===== config.mk =====
export PLATFORM = sky130hd
export DESIGN_NAME = neighbor_majority_partition_vote_flat
export DESIGN_NICKNAME = d
export VERILOG_FILES = /design/src/rtl/core/nmpv_pkg.sv /design/src/rtl/core/nmpv_in_if.sv /design/src/rtl/core/nmpv_out_if.sv /design/src/rtl/core/nmpv_datapath.sv /design/src/rtl/core/nmpv_ctrl.sv /design/src/rtl/core/neighbor_majority_partition_vote.sv /design/src/flat_wrapper.sv
export SDC_FILE = /design/constraint.sdc
export NUM_CORES = 1
export LEC_CHECK = 0
export ABC_AREA = 1
export BUFFER_PORTS_ARGS = -buffer_cell sky130_fd_sc_hd__buf_2
export CAP_MARGIN = 5
export CORE_AREA = 5 5 289 178
export CTS_CLUSTER_SIZE = 28
export DETAILED_ROUTE_END_ITERATION = 10
export DIE_AREA = 0 0 294 183
export PLACE_DENSITY_LB_ADDON = 0.08
export SETUP_SLACK_MARGIN = 0.05
export SLEW_MARGIN = 20
export SYNTH_ARGS = -nofsm -noshare
export SYNTH_HDL_FRONTEND = slang
export SYNTH_SLANG_ARGS = --single-unit

===== constraint.sdc =====
create_clock -name clk_i -period 7.8 [get_ports clk_i]
set_input_delay 0.39 -clock clk_i [delete_from_list [all_inputs] [get_ports clk_i]]
set_output_delay 0.39 -clock clk_i [all_outputs]
set_load 0.01 [all_outputs]

===== src/rtl/core/nmpv_pkg.sv =====
package nmpv_pkg;

  localparam int MaxPartitionsDef = 16;
  localparam int CountBitsDef     = 16;

  localparam int VidW  = 32;
  localparam int PartW = 4;
  localparam int PiuW  = 5;

  localparam logic [PiuW-1:0] PiuReset = 5'd16;

  // apb register map
  localparam int ApbAddrW = 3;
  localparam int ApbDataW = 32;
  localparam logic RegIdxPiu = 1'b0;

  typedef struct packed {
    logic [VidW-1:0]  vtx_id;
    logic [PartW-1:0] own_partition;
    logic [PartW-1:0] neighbor_partition;
    logic             has_neighbor;
    logic             last_of_vertex;
  } in_item_t;

  typedef struct packed {
    logic [VidW-1:0]  voted_vertex;
    logic [PartW-1:0] target_partition;
    logic             wants_move;
    logic             range_error;
  } out_item_t;

  // controller to datapath
  typedef struct packed {
    logic upd;   // input transaction: count neighbour, restart scan state
    logic step;  // one scan step over the counters
    logic emit;  // load result register, clear counters and error
  } cmd_t;

  // datapath to controller
  typedef struct packed {
    logic in_last;
    logic scan_last;
  } status_t;

endpackage


===== src/rtl/core/nmpv_in_if.sv =====
interface nmpv_in_if import nmpv_pkg::*; ();
  logic     valid;
  logic     ready;
  in_item_t data;

  modport source (output valid, output data, input ready);
  modport sink (input valid, input data, output ready);
endinterface


===== src/rtl/core/nmpv_out_if.sv =====
interface nmpv_out_if import nmpv_pkg::*; ();
  logic      valid;
  logic      ready;
  out_item_t data;

  modport source (output valid, output data, input ready);
  modport sink (input valid, input data, output ready);
endinterface


===== src/rtl/core/nmpv_datapath.sv =====
module nmpv_datapath import nmpv_pkg::*; #(
  parameter int MAX_PARTITIONS = MaxPartitionsDef,
  parameter int COUNT_BITS     = CountBitsDef
) (
  input  logic            clk_i,
  input  logic            rst_ni,
  input  cmd_t            cmd_i,
  output status_t         status_o,
  input  in_item_t        in_data_i,
  input  logic [PiuW-1:0] piu_i,
  output out_item_t       out_data_o
);

  localparam int IdxW = $clog2(MAX_PARTITIONS);
  localparam int CmpW = (IdxW > PiuW) ? IdxW : PiuW;
  localparam logic [IdxW-1:0] IdxLast = IdxW'(MAX_PARTITIONS - 1);

  logic [COUNT_BITS-1:0] cnt_q [MAX_PARTITIONS];
  logic                  err_q;
  logic [VidW-1:0]       vid_q;
  logic [PartW-1:0]      own_q;
  logic [IdxW-1:0]       idx_q;
  logic [COUNT_BITS-1:0] max_q;
  logic [IdxW-1:0]       first_q;
  logic [COUNT_BITS-1:0] own_cnt_q;
  out_item_t             out_q;

  logic                  nb_ok;
  logic                  own_in_ok;
  logic                  idx_ok;
  logic [COUNT_BITS-1:0] cur_cnt;
  logic                  own_ok;
  logic                  keep_own;
  logic [PartW-1:0]      target;

  function automatic logic part_ok(input logic [PartW-1:0] p, input logic [PiuW-1:0] piu);
    return (CmpW'(p) < CmpW'(piu)) && (32'(p) < 32'(MAX_PARTITIONS));
  endfunction

  assign nb_ok     = part_ok(in_data_i.neighbor_partition, piu_i);
  assign own_in_ok = part_ok(in_data_i.own_partition, piu_i);
  assign idx_ok    = CmpW'(idx_q) < CmpW'(piu_i);
  assign cur_cnt   = cnt_q[idx_q];

  assign status_o.in_last   = in_data_i.last_of_vertex;
  assign status_o.scan_last = (idx_q == IdxLast);

  // one saturating counter per partition
  always_ff @(posedge clk_i or negedge rst_ni) begin
    if (!rst_ni) begin
      for (int i = 0; i < MAX_PARTITIONS; i++) begin
        cnt_q[i] <= '0;
      end
    end else if (cmd_i.emit) begin
      for (int i = 0; i < MAX_PARTITIONS; i++) begin
        cnt_q[i] <= '0;
      end
    end else if (cmd_i.upd && in_data_i.has_neighbor && nb_ok) begin
      for (int i = 0; i < MAX_PARTITIONS; i++) begin
        if ((CmpW'(in_data_i.neighbor_partition) == CmpW'(i)) && (cnt_q[i] != '1)) begin
          cnt_q[i] <= cnt_q[i] + 1'b1;
        end
      end
    end
  end

  always_ff @(posedge clk_i or negedge rst_ni) begin
    if (!rst_ni) begin
      err_q <= 1'b0;
    end else if (cmd_i.emit) begin
      err_q <= 1'b0;
    end else if (cmd_i.upd && (!own_in_ok || (in_data_i.has_neighbor && !nb_ok))) begin
      err_q <= 1'b1;
    end
  end

  always_ff @(posedge clk_i or negedge rst_ni) begin
    if (!rst_ni) begin
      idx_q <= '0;
    end else if (cmd_i.upd) begin
      idx_q <= '0;
    end else if (cmd_i.step) begin
      idx_q <= idx_q + 1'b1;
    end
  end

  // scan keeps the running maximum, its lowest index and the own count
  always_ff @(posedge clk_i) begin
    if (cmd_i.upd) begin
      vid_q     <= in_data_i.vtx_id;
      own_q     <= in_data_i.own_partition;
      max_q     <= '0;
      first_q   <= '0;
      own_cnt_q <= '0;
    end else if (cmd_i.step && idx_ok) begin
      if (cur_cnt > max_q) begin
        max_q   <= cur_cnt;
        first_q <= idx_q;
      end
      if (CmpW'(idx_q) == CmpW'(own_q)) begin
        own_cnt_q <= cur_cnt;
      end
    end
  end

  // own wins when it holds the maximum, or when nothing was counted
  assign own_ok   = part_ok(own_q, piu_i);
  assign keep_own = (own_ok && (own_cnt_q == max_q)) || (max_q == '0);
  assign target   = keep_own ? own_q : PartW'(first_q);

  always_ff @(posedge clk_i) begin
    if (cmd_i.emit) begin
      out_q.voted_vertex     <= vid_q;
      out_q.target_partition <= target;
      out_q.wants_move       <= (target != own_q);
      out_q.range_error      <= err_q;
    end
  end

  assign out_data_o = out_q;

  a_err_cleared: assert property (@(posedge clk_i) disable iff (!rst_ni)
    cmd_i.emit |=> !err_q)
    else $error("run error not cleared after vote");

endmodule


===== src/rtl/core/nmpv_ctrl.sv =====
module nmpv_ctrl import nmpv_pkg::*; (
  input  logic    clk_i,
  input  logic    rst_ni,
  input  logic    in_valid_i,
  output logic    in_ready_o,
  output logic    out_valid_o,
  input  logic    out_ready_i,
  input  status_t status_i,
  output cmd_t    cmd_o
);

  localparam logic [1:0] StAccept = 2'd0;
  localparam logic [1:0] StScan   = 2'd1;
  localparam logic [1:0] StEmit   = 2'd2;

  logic [1:0] state_q, state_d;
  logic       out_valid_q, out_valid_d;
  logic       out_free;

  assign out_free   = !out_valid_q || out_ready_i;
  assign in_ready_o = (state_q == StAccept);

  always_comb begin
    state_d     = state_q;
    cmd_o       = '0;
    out_valid_d = out_valid_q && !out_ready_i;
    unique case (state_q)
      StAccept: begin
        cmd_o.upd = in_valid_i;
        if (in_valid_i && status_i.in_last) begin
          state_d = StScan;
        end
      end
      StScan: begin
        cmd_o.step = 1'b1;
        if (status_i.scan_last) begin
          state_d = StEmit;
        end
      end
      StEmit: begin
        // wait here while the previous result is still held
        if (out_free) begin
          cmd_o.emit  = 1'b1;
          out_valid_d = 1'b1;
          state_d     = StAccept;
        end
      end
      default: begin
        state_d = StAccept;
      end
    endcase
  end

  always_ff @(posedge clk_i or negedge rst_ni) begin
    if (!rst_ni) begin
      state_q     <= StAccept;
      out_valid_q <= 1'b0;
    end else begin
      state_q     <= state_d;
      out_valid_q <= out_valid_d;
    end
  end

  assign out_valid_o = out_valid_q;

  a_last_starts_scan: assert property (@(posedge clk_i) disable iff (!rst_ni)
    (cmd_o.upd && status_i.in_last) |=> (state_q == StScan))
    else $error("last transaction of a run did not start the scan");

  a_scan_runs: assert property (@(posedge clk_i) disable iff (!rst_ni)
    ((state_q == StScan) && !status_i.scan_last) |=> (state_q == StScan))
    else $error("scan left before the final counter");

  a_emit_valid: assert property (@(posedge clk_i) disable iff (!rst_ni)
    cmd_o.emit |=> out_valid_q)
    else $error("result loaded without valid");

endmodule


===== src/rtl/core/neighbor_majority_partition_vote.sv =====
// result: after the last transaction of a run, a counter scan reads one partition counter per
//   cycle, then the vote is loaded into the result register
// throughput: one transaction per cycle inside a run; after the last transaction of a run
//   the input is held through the counter scan and until the result register is free
// reset: asynchronous, active low; counters and run error cleared, partitions_in_use = 16
module neighbor_majority_partition_vote import nmpv_pkg::*; #(
  parameter int MAX_PARTITIONS = MaxPartitionsDef,
  parameter int COUNT_BITS     = CountBitsDef
) (
  input  logic                clk_i,
  input  logic                rst_ni,
  nmpv_in_if.sink             in_i,
  nmpv_out_if.source          out_o,
  input  logic                psel,
  input  logic                penable,
  input  logic                pwrite,
  input  logic [ApbAddrW-1:0] paddr,
  input  logic [ApbDataW-1:0] pwdata,
  output logic [ApbDataW-1:0] prdata,
  output logic                pready
);

  logic [PiuW-1:0] piu_q;
  logic            reg_sel;
  cmd_t            cmd;
  status_t         status;

  assign pready  = 1'b1;
  assign reg_sel = (paddr[2] == RegIdxPiu);

  always_ff @(posedge clk_i or negedge rst_ni) begin
    if (!rst_ni) begin
      piu_q <= PiuReset;
    end else if (psel && penable && pwrite && pready && reg_sel) begin
      piu_q <= pwdata[PiuW-1:0];
    end
  end

  assign prdata = reg_sel ? ApbDataW'(piu_q) : '0;

  nmpv_ctrl u_ctrl (
    .clk_i       (clk_i),
    .rst_ni      (rst_ni),
    .in_valid_i  (in_i.valid),
    .in_ready_o  (in_i.ready),
    .out_valid_o (out_o.valid),
    .out_ready_i (out_o.ready),
    .status_i    (status),
    .cmd_o       (cmd)
  );

  nmpv_datapath #(
    .MAX_PARTITIONS (MAX_PARTITIONS),
    .COUNT_BITS     (COUNT_BITS)
  ) u_datapath (
    .clk_i      (clk_i),
    .rst_ni     (rst_ni),
    .cmd_i      (cmd),
    .status_o   (status),
    .in_data_i  (in_i.data),
    .piu_i      (piu_q),
    .out_data_o (out_o.data)
  );

endmodule

===== src/flat_wrapper.sv =====
// flat-port wrapper written by rule: the top's interface ports become plain ports
module neighbor_majority_partition_vote_flat import nmpv_pkg::*;
#(
  parameter int MAX_PARTITIONS = MaxPartitionsDef,
  parameter int COUNT_BITS     = CountBitsDef
)
  (clk_i, rst_ni, psel, penable, pwrite, paddr, pwdata, prdata, pready, in_i_valid, in_i_data, in_i_ready, out_o_valid, out_o_data, out_o_ready);
  nmpv_in_if in_i_i ();
  nmpv_out_if out_o_i ();
  input  logic clk_i;
  input  logic rst_ni;
  input  logic psel;
  input  logic penable;
  input  logic pwrite;
  input  logic [ApbAddrW-1:0] paddr;
  input  logic [ApbDataW-1:0] pwdata;
  output logic [ApbDataW-1:0] prdata;
  output logic pready;
  input wire logic [$bits(in_i_i.valid)-1:0] in_i_valid;
  input wire logic [$bits(in_i_i.data)-1:0] in_i_data;
  output wire logic [$bits(in_i_i.ready)-1:0] in_i_ready;
  output wire logic [$bits(out_o_i.valid)-1:0] out_o_valid;
  output wire logic [$bits(out_o_i.data)-1:0] out_o_data;
  input wire logic [$bits(out_o_i.ready)-1:0] out_o_ready;
  assign in_i_i.valid = in_i_valid;
  assign in_i_i.data = in_i_data;
  assign in_i_ready = in_i_i.ready;
  assign out_o_valid = out_o_i.valid;
  assign out_o_data = out_o_i.data;
  assign out_o_i.ready = out_o_ready;
  neighbor_majority_partition_vote #(.MAX_PARTITIONS(MAX_PARTITIONS), .COUNT_BITS(COUNT_BITS)) u_core (.clk_i(clk_i), .rst_ni(rst_ni), .in_i(in_i_i), .out_o(out_o_i), .psel(psel), .penable(penable), .pwrite(pwrite), .paddr(paddr), .pwdata(pwdata), .prdata(prdata), .pready(pready));
endmodule

# Word-level counts from Yosys, hierarchy flattened

Index checks and enable logic that the tools add are counted.

Register bits: 379
Output and inout port bits: 73
Logic and storage cells: 207
Bits of input ports: 84
Memories: 0
Bits in writable memories: 0
ROM bits: 0
Latch bits: 0

Multiply operators: 0
Add/subtract/negate cells: 17
Multiplexer cells: 37
Bitwise logic cells: 2
$lt $le $gt $ge: 6
Eq/ne operators: 40
Reductions and logical operators: 75
Shift operators: 0
Divide/modulo/power cells: 0

Operators with widths:

| operator                                                  | count |
|---|---|
| two-way mux 256 bit                                       | 2 |
| two-way mux 16 bit                                        | 18 |
| adder 16 x 1 -> 16 bit (second input constant)            | 16 |
| inequality test 16 bit (second input constant)            | 16 |
| binary-select mux 16 bit (select 4 bit)                   | 1 |
| nonzero test 2 bit                                        | 19 |
| == test 4 bit (second input constant)                     | 9 |
| AND reduction 2 bit                                       | 18 |
| logical AND 1 bit                                         | 27 |
| < comparator 4 x 5 -> 1 bit                               | 4 |
| == test 16 bit                                            | 1 |
| == test 4 x 3 -> 1 bit (second input constant)            | 4 |
| greater-than comparator 16 bit                            | 1 |
| logical NOT 16 bit                                        | 1 |
| two-way mux 4 bit                                         | 3 |
| == test 4 x 2 -> 1 bit (second input constant)            | 2 |
| two-way mux 1 bit                                         | 8 |
| two-way mux 2 bit                                         | 3 |
| case mux 2 bit (3 select lines)                           | 1 |
| greater-or-equal comparator 5 bit (second input constant) | 1 |
| two-way mux 5 bit                                         | 1 |
| inverter 4 -> 5 bit                                       | 1 |
| adder 4 x 1 -> 4 bit (second input constant)              | 1 |
| == test 4 x 1 -> 1 bit (second input constant)            | 1 |
| other kinds (12)                                          | 18 |

# Logic depth before layout (Yosys ltp)

Gate-level depths: netlist of the first run.

Word-level depth: 7
Gate-level depth with buffers: 24
Depth with buffers taken out: 21

# Cells and area by module

A second synthesis of the first run with hierarchy kept.

Cell total of the unflattened synthesis: 3242
Area, all modules: 24232.0 um2

Modules (own cells, without submodules):

| module                           | instances | area each (um2) | sequential area each (um2) | cells each |
|---|---|---|---|---|
| nmpv_datapath                    | 1         | 23592.6         | 9474.1                     | 3156 |
| neighbor_majority_partition_vote | 1         | 478.0           | 126.4                      | 65 |
| nmpv_ctrl                        | 1         | 161.4           | 75.1                       | 21 |

# Worst setup path after synthesis of the first run

No wires, ideal clock.

Path type: register to register
Start point: register u_core.u_datapath.idx_q[0]
End point: register u_core.u_datapath.max_q[10]
Stages on the path, launching flop included: 22
Path slack: 4.974 ns
Period minus slack after synthesis: 2.826 ns
Buffers on the path: 5
Data required time: 7.600 ns
Arrival: 2.626 ns
Path through: dfrtp_1 > buf_2 > inv_1 > buf_2 > clkbuf_1 > a21oi_1 > o21ai_0 > nand3_1 > nand3_1 > nand3_1 > ha_1 > nand2_1 > o21ai_0 > nand2_1 > nand3_1 > nand2_1 > nand2_1 > nand2_1 > buf_2 > buf_2 > nand2_1 > a21oi_1

Longest elaborated chain between the ends: 6
Elaborated cells between the ends (all ways): 8
Those cells by class: order compare: 2; mux: 3; bitwise: 1; reduce/logical: 2

Ends and longest elaborated chain:

| what                                                  | line                | RTL |
|---|---|---|
| start: declaration                                    | nmpv_datapath.sv:22 | `logic [IdxW-1:0] idx_q;` |
| start signal: assignment                              | nmpv_datapath.sv:83 | `idx_q <= idx_q + 1'b1;` |
| inverter 4 -> 5 bit (not written as such)             | nmpv_datapath.sv:43 | `assign cur_cnt = cnt_q[idx_q];` |
| binary-select mux 16 bit (select 4 bit)               | nmpv_datapath.sv:43 |  |
| two-way mux 16 bit (not written as such) (2 in a row) | nmpv_datapath.sv:43 |  |
| named net u_core.u_datapath.cur_cnt[3]                | nmpv_datapath.sv:31 | `logic [COUNT_BITS-1:0] cur_cnt;` |
| greater-than comparator 16 bit                        | nmpv_datapath.sv:96 | `if (cur_cnt > max_q) begin` |
| AND reduction 2 bit (no line)                         | --                  |  |
| end signal: assignment                                | nmpv_datapath.sv:97 | `max_q <= cur_cnt;` |
| end: declaration                                      | nmpv_datapath.sv:23 | `logic [COUNT_BITS-1:0] max_q;` |

The timed path passes the listed nets, and every way through them passes these cells. The select of a mux whose other input is x is not followed.
A chain may end at the register's enable or synchronous reset.

# Final worst setup path of the first run

Start point: register u_core.u_datapath.idx_q[0]
End point: register u_core.u_datapath.max_q[11]

Same word-level chain as after synthesis.

==> flow_summary.yaml, run 1 <==
clock_network:
  clockBufferDepth: 3
  clkLatencyLatePin_ps: 560
  path_clk_slew_ps: 60
  cts_inserted_buffers: 41
  cts_max_level: 2
  cts_tree: "yes"
  numClockSinks: 379
  clock-root-buffer: "clkbuf_16"
  cts_resized: 0
floorplan:
  die_h_um: 183
  core_mm2: 0.0486
  io_pins: 157
  die_x_um: 294
  initial_core_util_pct: 48.4
  dieArea_mm2: 0.0538
  row_count: 63
worst_setup_path:
  worstPathMaxFanout: 73
  r2r_slack_ps: 2280
  cp_slowest_stage_delay_ps: 820
  start_kind: "flip-flop"
  crit_top_cell: "nand2_1"
  cp.arrival_ps: 6010
  r2r_end: "u_core.u_datapath.max_q[11]"
  crit_slowest_cell: "nand2_1"
  cp_data_required_time_ps: 8290
  end_kind: "flip-flop"
  worst_r2r_path_depth: 17
  path_cells: "inv_2, buf_4, a21oi_1, o21ai_0, nand2_1, nand2_1, nand3_1, ha_1, nand2_1, nor2_1, nand4_1, nor3_1, nor2_1, nand2_1, nand2_1, nand2_1, nor2_1"
  worstSetupPathType: "flip-flop to flip-flop"
  crit_start: "u_core.u_datapath.idx_q[0]"
  r2r_start: "u_core.u_datapath.idx_q[0]"
cells_and_area:
  area_growth_pct: 10.5
  n_fill_cell: 4621
  seqCellArea_mm2: 0.00968
  multiInputGateArea_mm2: 0.0122
  drive_gt1_share_pct: 6.91
  layout_common_cells: "nand2_1 (895), nand3_1 (310), dfrtp_1 (266)"
  layout.cells.most_common: "nand2_1"
  nets: 3368
  diodes: 0
  utilization_pct: 53.5
  final_cells: 3922
  fin_area_mm2: 0.0260
routing:
  route.detailed.drc: 0
  drt_iter0_markers: 2263
  dr.max_layer_used: "met4"
  dr_wl_met3_mm: 6.83
  drt-pass1-iter-count: 6
  wl_per_cell_um: 18.4
  via_per_inst: 5.56
  vias: 21810
  drt_wl_total_mm: 72.2
  dr_wl_met2_mm: 28.5
  antenna_left: 0
  wl_met1_mm: 35.7
timing:
  fin_crit_ps: 5520
  max-slew-margin-rel_pct: 24.2
  finalSetupTns_ps: 0
  final-hold-violation-count: 0
  rsz0062_at_grt: "no"
  fmax_ghz: 0.181
  finClkSkew_ps: 15.9
  worstMarginPinSlew_ps: 1140
  drv_slew: 0
  finalCritPeriodShare_pct: 70.8
  setup-violations-final: 0
synth:
  avgSynthCellArea_um2: 7.39
  synth_compound_area_share_pct: 8.85
  synth.area.mux_share_pct: 0
  syn_area_mm2: 0.0235
  ys_types: 43
  synth-simple-area-share_pct: 34.2
  netlist_instances: 3184
  synth_top_area_share_pct: 28.5
  async_flop_share_pct: 71.0
  synth_ff_type: "dfrtp_1"
  yosys_warnings: 0
  yosys.area_share.adder_pct: 2.39
  synth_top_family_by_area: "simple AND/OR/NAND/NOR gates"
  synth_edf_count: 74
  ys_top_cells_by_area: "dfrtp_1 (28%), nand2_1 (14%), edfxtp_1 (9.4%), nand3_1 (6.6%), xor2_1 (5.1%)"
  synth_xor_area_share_pct: 5.92
  yosysTopAreaCell: "dfrtp_1"
  synth-seq-cells: 379
  ys_seq_area_share_pct: 41.1
worst_hold_path:
  hp-class: "input pin to flip-flop"
  whs_endpoint: "u_core.u_datapath.vid_q[18]"
  whs_path_depth: 1
  hp-start: "in_i_data[28]"
grt:
  grt_max_degree: 163
  overflow: 0
  track_usage_pct: 26.2
  grt_pass1_wl_mm: 114
  grt_pass1_vias: 19988
  grt_antenna_before_repair: 0
place:
  dp.final_hpwl_mm: 50.4
  place_inst: 3816
  postPlaceCellArea_mm2: 0.0243
  finalWeightedCongestion: 0.942
  numPortBuffers: 99
pwr:
  p_leak_uw: 0.0116
  peakVddDrop_uv: 433
  p_per_area_mw_per_mm2: 278
flow_run:
  maxCapViolCount: 0
outcome:
  status: "complete, no violations"
through the flow:
step	total power, uW	hold slack [ps]	worst slack [ps]
global route	7660	1.02	1740
finish	7220	31.3	2280
global placement	5020	400	2460
detailed placement	5060	405	2390
CTS	7190	0.179	2380
floorplan	4170	94.4	4970
report_power, final:
part,total (uW),internal (uW),switching (uW)
clock,2100,1240,858
combinational,2560,742,1820
sequential,2560,2260,299
total,7220,4240,2980
area by class of cell:
class	count	share of cell area (%)
Sequential cell	379	37.2
Clock inverter	18	0.760
Multi-Input combinational cell	2420	46.9
Timing Repair Buffer	142	3.52
Clock buffer	58	4.74
Tap cell	650	3.13
Inverter	255	3.71
metal layers:
| metal | vias to the layer above | GRT usage, % |
|---|---|---|
| met3 | 90 | 7.10 |
| met4 | 0 | 4.56 |
| met1 | 10301 | 41.8 |
| li1 | 10648 | - |
| met2 | 771 | 35.6 |
| met5 | - | 0 |
worst max-delay path by stage:
stage	end	slack [ps]
floorplan	u_core.u_datapath.max_q[10]	4970
global placement	u_core.u_datapath.max_q[12]	2460
detailed placement	u_core.u_datapath.max_q[12]	2390
CTS	u_core.u_datapath.max_q[12]	2380
global route	u_core.u_datapath.max_q[12]	1740
finish	u_core.u_datapath.max_q[11]	2280
state kept, by name (all words and copies together), names as in the netlist:
name and count:
u_core.u_datapath.idx_q 4, u_core.u_datapath.own_q 4, u_core.u_datapath.err_q 1, u_core.u_datapath.first_q 4, u_core.u_datapath.vid_q 32, u_core.u_datapath.out_data_o 38
u_core.u_ctrl.out_valid_o 1, u_core.u_datapath.max_q 16, u_core.u_datapath.cnt_q 256, u_core.u_datapath.own_cnt_q 16, u_core.piu_q 5, u_core.u_ctrl.state_q 2
timing repair:
| action | 4_1_cts | 5_1_grt |
|---|---|---|
| hold endpoints to repair | 125 | 3 |
| hold buffers | 27 | 3 |
| setup buffers | 0 | 0 |
critical path, delay by kind of cell (launching register included):
kind            cells  cell delay [ps]
buf+inv             2             1290
compound gates      2              220
fa+ha+maj           1              400
simple gates       12             2680
flops               1              750
logic make-up (layout without fill, tap and decap cells):
| kind of cell | after synthesis | count (layout) |
|---|---|---|
| compound gates | 397 | 397 |
| xor+xnor | 159 | 159 |
| fa+ha+maj | 45 | 45 |
| buf+inv | 411 | 473 |
| flops | 379 | 379 |
| other cells | 2 | 28 |
| simple gates | 1791 | 1791 |
Yosys cell counts, types with 22 or more instances:
cell / n
nand4_1: 91
edfxtp_1: 74
xnor2_1: 23
clkbuf_1: 66
dfrtp_1: 268
nand3_1: 310
nand3b_1: 94
ha_1: 45
nor2_1: 229
inv_1: 250
o21ai_0: 209
nor2_2: 22
xor2_1: 136
buf_2: 37
nand2_1: 895
nor3_1: 112
a21oi_1: 127
dfxtp_1: 36
buf_4: 42
o21ai_1: 29
No activity file was read; power rests on OpenSTA's default activity.
==> run 2: changes to the inputs <==
Settings changed: ABC_AREA 1 to 0, CORE_AREA 5 5 289 178 to 5 5 274 169, DIE_AREA 0 0 294 183 to 0 0 279 174.
Clock period 7.8 ns to 4.5 ns, I/O delays scaled along.
==> run 2 against run 1 <==
  * Sequential cell count unchanged
  * Highest routed layer is now met5
  * Sequential share of layout area increased by 3.3 points
  * Total power increased by 41%
  * Register-to-register slack got worse by 1900 ps
  * Die area decreased by 9.8%
  * Core utilization increased by 0.99 points
  * Clock power increased by 60%
  * Critical endpoint is now u_core.u_datapath.max_q[0]
==> flow_summary.yaml, run 2 <==
outcome:
  status: "complete, no violations"
timing:
  finalCritPeriodShare_pct: 91.6
  fin_crit_ps: 4120
  finClkSkew_ps: 24.6
  finalSetupTns_ps: 0
  final-hold-violation-count: 0
  setup-violations-final: 0
  rsz0062_at_grt: "no"
  fmax_ghz: 0.243
  finalHoldWorstSlack_ps: 38.7
  drv_slew: 0
  worstMarginPinSlew_ps: 1080
  max-slew-margin-rel_pct: 28.0
clock_network:
  cts_max_level: 2
  path_clk_slew_ps: 60
  cts_resized: 0
  clkLatencyLatePin_ps: 550
  clock-root-buffer: "clkbuf_16"
  numClockSinks: 379
  cts_tree: "yes"
  cts_inserted_buffers: 39
  clockBufferDepth: 3
synth:
  synth_edf_count: 74
  yosys.area_share.adder_pct: 2.68
  synth_xor_area_share_pct: 9.37
  yosys_warnings: 0
  synth_top_family_by_area: "simple AND/OR/NAND/NOR gates"
  synth-seq-cells: 379
  synth.area.mux_share_pct: 9.34
  yosysTopAreaCell: "dfrtp_1"
  synth_top_area_share_pct: 31.9
  async_flop_share_pct: 71.0
  synth_ff_type: "dfrtp_1"
  synth_compound_area_share_pct: 6.62
  avgSynthCellArea_um2: 10.2
  synth_common_cells: "dfrtp_1 (268), nor2_1 (256), nand3_1 (144)"
  synth_most_common_cell: "dfrtp_1"
  ys_types: 72
  netlist_instances: 2052
  syn_area_mm2: 0.0210
  synth-simple-area-share_pct: 22.0
  ys_seq_area_share_pct: 46.0
  ys_top_cells_by_area: "dfrtp_1 (32%), edfxtp_1 (11%), mux4_2 (6.9%), xnor2_1 (5.0%), nor2_1 (4.6%)"
routing:
  route.detailed.drc: 0
  via_per_inst: 5.86
  drt_wl_total_mm: 60.0
  drt_iter0_markers: 1737
  wl_per_cell_um: 21.5
  drt-pass1-iter-count: 5
  vias: 16355
  antenna_left: 0
cells_and_area:
  layout.cells.most_common: "dfrtp_1"
  layout_common_cells: "dfrtp_1 (265), nor2_1 (256), nand3_1 (144)"
  largest_reg_flops: 256
  area_growth_pct: 13.5
  diodes: 0
  n_fill_cell: 3882
  nets: 2304
  regMostFlops: "u_core.u_datapath.cnt_q"
  drive_gt1_share_pct: 14.5
floorplan:
  row_count: 60
  dieArea_mm2: 0.0485
  initial_core_util_pct: 48.0
  die_x_um: 279
  core_mm2: 0.0438
  die_h_um: 174
  io_pins: 157
pwr:
  peakVddDrop_uv: 319
  p_per_area_mw_per_mm2: 425
  p_leak_uw: 0.00990
  total_power_uw: 10200
grt:
  grt_antenna_before_repair: 1
  grt_pass1_vias: 14789
  overflow: 0
  track_usage_pct: 24.2
  grt_pass1_wl_mm: 92.5
  grt_max_degree: 112
place:
  numPortBuffers: 99
  dp.final_hpwl_mm: 43.0
  finalWeightedCongestion: 0.943
worst_setup_path:
  worstSetupPathType: "flip-flop to flip-flop"
  cp.arrival_ps: 4520
  end_kind: "flip-flop"
  start_kind: "flip-flop"
  cp_data_required_time_ps: 4900
  worstPathMaxFanout: 20
flow_run:
  maxCapViolCount: 0
worst_hold_path:
  hp-class: "input pin to flip-flop"
## run 2: cell types whose count changed after synthesis, sizes merged, moves of 93 or more
cell and change:
o21ai -182, nand3 -165, inv -209, nand2 -767, xnor2 +98, nand3b -93
## run 2: cell type report
type	count	area, um^2	area share, %
inverter	45	181	0.760
clock buffer	53	1110	4.65
clock inverter	17	186	0.781
multi-input combinational	1528	10700	44.6
timing repair buffer	182	1320	5.54
sequential	379	9680	40.6
tap	589	737	3.09
## run 2: through the flow
step	worst slack, ps	util [%]	area (um^2)	std cells
6_report	377	54.5	23900	2793
5_1_grt	190	54.5	23900	2793
4_1_cts	290	54.4	23800	2791
3_5_place_dp	320	50.4	22100	2678
3_3_place_gp	326	50.4	22100	2678
2_1_floorplan	987	-	21100	2078
## run 2: logic make-up after synthesis
family          after synthesis
flops                       379
compound gates              210
buf+inv                     171
fa+ha+maj                    45
simple gates                905
other cells                   2
mux                         115
xor+xnor                    225
## run 2: timing repair
item | CTS | global route
setup endpoints to repair | 0 | 5
hold endpoints to repair | 140 | 0
hold buffers | 43 | 0
buffers inserted | 0 | 1
## run 2: report_power, final
part / internal, uW / switching (uW) / total (uW)
logic: 1080 / 1490 / 2580
clock network: 1960 / 1410 / 3370
registers: 3790 / 415 / 4210
## run 2: routing by layer
layer / track usage (%) / up-vias / wire length [um]
met4: 4.34 / 2 / 1050
met5: 0 / - / 18
met3: 4.85 / 64 / 5920
li1: - / 7620 / -
met2: 30.7 / 697 / 22900
met1: 41.8 / 7972 / 30100
## run 2: final timing paths
| kind | depth (start not counted) | startpoint | to | slack [ps] |
|---|---|---|---|---|
| min in group asynchronous | 2 | rst_ni | u_core.u_datapath.cnt_q[169] | 290 |
| max | 11 | u_core.u_datapath.idx_q[0] | u_core.u_datapath.max_q[0] | 380 |
| min reg2reg | 0 | u_core.u_datapath.vid_q[15] | u_core.u_datapath.out_data_o[21] | 420 |
| min | 3 | in_i_valid | u_core.u_datapath.err_q | 40 |
| max reg2reg | 11 | u_core.u_datapath.idx_q[0] | u_core.u_datapath.max_q[0] | 380 |
| max in group asynchronous | 3 | rst_ni | u_core.piu_q[2] | 3140 |
## run 2: worst max-delay path, cell delays in order, from the launching register on
cell     delay [ps]
dfrtp_4         690
buf_12          240
mux4_2          540
mux2i_1         540
a21oi_1         260
ha_1            350
nand4_1         130
nor4_1           80
nor2_1          130
o21a_1          690
nand2_1         150
mux2i_1         140
==> run 3: changes to the inputs <==
Settings changed: PLACE_DENSITY_LB_ADDON 0.08 to 0.15.
==> run 3 against run 2 <==
  * Count of clock-buffer cells in the layout grew 5
  * Final area down 0.26%
  * Die area unchanged
  * Total power decreased by 0.20%
  * First-iteration DRC count fell by 2.3%
  * Largest cell class unchanged
  * Largest power group unchanged
  * Highest routed layer unchanged
==> flow_summary.yaml, run 3 (synthesis results as in run 2) <==
grt:
  grt_pass1_wl_mm: 91.8
  track_usage_pct: 23.9
  grt_antenna_before_repair: 2
  overflow: 0
  grt_max_degree: 151
  grt_pass1_vias: 15190
pwr:
  p_sw_share_pct: 32.4
  p_int_uw: 6850
  comb_power_share_pct: 24.5
  peakVddDrop_uv: 304
  power_switching_uw: 3280
  p_per_area_mw_per_mm2: 426
  clkPwrFrac_pct: 33.5
  p_leak_uw: 0.00985
  power.share.sequential_pct: 41.9
cells_and_area:
  drive_gt1_share_pct: 14.1
  diodes: 0
  nets: 2295
  layout.cells.most_common: "dfrtp_1"
  regMostFlops: "u_core.u_datapath.cnt_q"
  largest_reg_flops: 256
  layout_common_cells: "dfrtp_1 (264), nor2_1 (256), nand3_1 (144)"
  area_growth_pct: 13.2
timing:
  finalSetupTns_ps: 0
  finClkSkew_ps: 12.2
  drv_slew: 0
  setup-violations-final: 0
  rsz0062_at_grt: "no"
  fin_crit_ps: 4020
  finalHoldWorstSlack_ps: 26.8
  final-hold-violation-count: 0
  fmax_ghz: 0.249
  worstMarginPinSlew_ps: 1120
  max-slew-margin-rel_pct: 25.1
  finalCritPeriodShare_pct: 89.4
floorplan:
  die_h_um: 174
  die_x_um: 279
  io_pins: 157
  dieArea_mm2: 0.0485
  initial_core_util_pct: 48.0
  core_mm2: 0.0438
  row_count: 60
place:
  finalWeightedCongestion: 0.887
  numPortBuffers: 99
  dp.final_hpwl_mm: 42.2
outcome:
  status: "complete, no violations"
routing:
  vias: 16434
  antenna_left: 0
  wl_per_cell_um: 21.2
  drt_wl_total_mm: 59.1
  via_per_inst: 5.91
  route.detailed.drc: 0
  drt_iter0_markers: 1697
  drt-pass1-iter-count: 6
flow_run:
  maxCapViolCount: 0
clock_network:
  clock-root-buffer: "clkbuf_16"
  clockBufferDepth: 3
  cts_tree: "yes"
  numClockSinks: 379
  path_clk_slew_ps: 70
  cts_inserted_buffers: 38
  clkLatencyLatePin_ps: 540
  cts_setup_buffers: 0
  cts_max_level: 2
worst_setup_path:
  start_kind: "flip-flop"
  end_kind: "flip-flop"
  cp.arrival_ps: 4430
  cp_data_required_time_ps: 4910
  worst_r2r_path_depth: 10
  worstPathMaxFanout: 46
  worstSetupPathType: "flip-flop to flip-flop"
worst_hold_path:
  whs_path_depth: 3
  hp-class: "input pin to flip-flop"
run 3: final cells by class:
class | instances | area (um^2)
clock buffers | 58 | 1160
clock inverters | 10 | 156
fillers | 3846 | 20000
inverters | 45 | 181
multi-input cells | 1528 | 10700
flip-flops and latches | 379 | 9680
well taps | 589 | 737
repair buffers | 174 | 1240
run 3: critical path, stage by stage (launching register included):
cell and delay [ps]:
dfrtp_2 1070, mux4_2 430, mux2i_1 80, a21oi_1 540
ha_1 370, nand4_1 170, nor4_1 80, nor2_1 130
o21a_1 660, nand2_1 140, mux2i_1 140
run 3: power by group through the flow:
stage | clock network (uW) | registers, uW | logic, uW
after floorplan | 0 | 4010 | 1910
after global placement | 0 | 4290 | 2370
after detailed placement | 0 | 4310 | 2420
after CTS | 3460 | 4240 | 2460
after global routing | 3610 | 4290 | 2720
final | 3400 | 4250 | 2490
run 3: repair_timing:
| action | in CTS | in global routing |
|---|---|---|
| hold buffers | 43 | 0 |
| hold endpoints to repair | 136 | 0 |
| resized for setup | 0 | 0 |
run 3: final timing paths:
| check | from | endpoint | slack (ps) |
|---|---|---|---|
| max | u_core.u_datapath.idx_q[1] | u_core.u_datapath.max_q[0] | 480 |
| min | out_o_ready | u_core.u_ctrl.out_valid_o | 30 |
| max reg2reg | u_core.u_datapath.idx_q[1] | u_core.u_datapath.max_q[0] | 480 |
| min reg2reg | u_core.u_datapath.vid_q[11] | u_core.u_datapath.out_data_o[17] | 420 |
| max in group asynchronous | rst_ni | u_core.u_datapath.idx_q[0] | 3220 |
| min in group asynchronous | rst_ni | u_core.u_datapath.cnt_q[183] | 300 |
run 3: layer usage:
metal | up-vias | part of all wire (%) | track usage (%)
li1 | 7590 | - | -
met1 | 8155 | 49 | 39.8
met2 | 617 | 40 | 31.9
met3 | 68 | 8.9 | 4.81
met4 | 4 | 1.7 | 4.36
met5 | - | 0.044 | 0
run 3: per-stage QoR:
stage	cell area (um^2)	total power (uW)	instances	setup WS, ps	util, %
2_1_floorplan	21100	5930	2078	987	-
3_3_place_gp	22100	6660	2672	519	50.3
3_5_place_dp	22100	6730	2672	445	50.3
4_1_cts	23800	10200	2783	434	54.3
5_1_grt	23800	10600	2783	136	54.3
6_report	23800	10100	2783	478	54.3
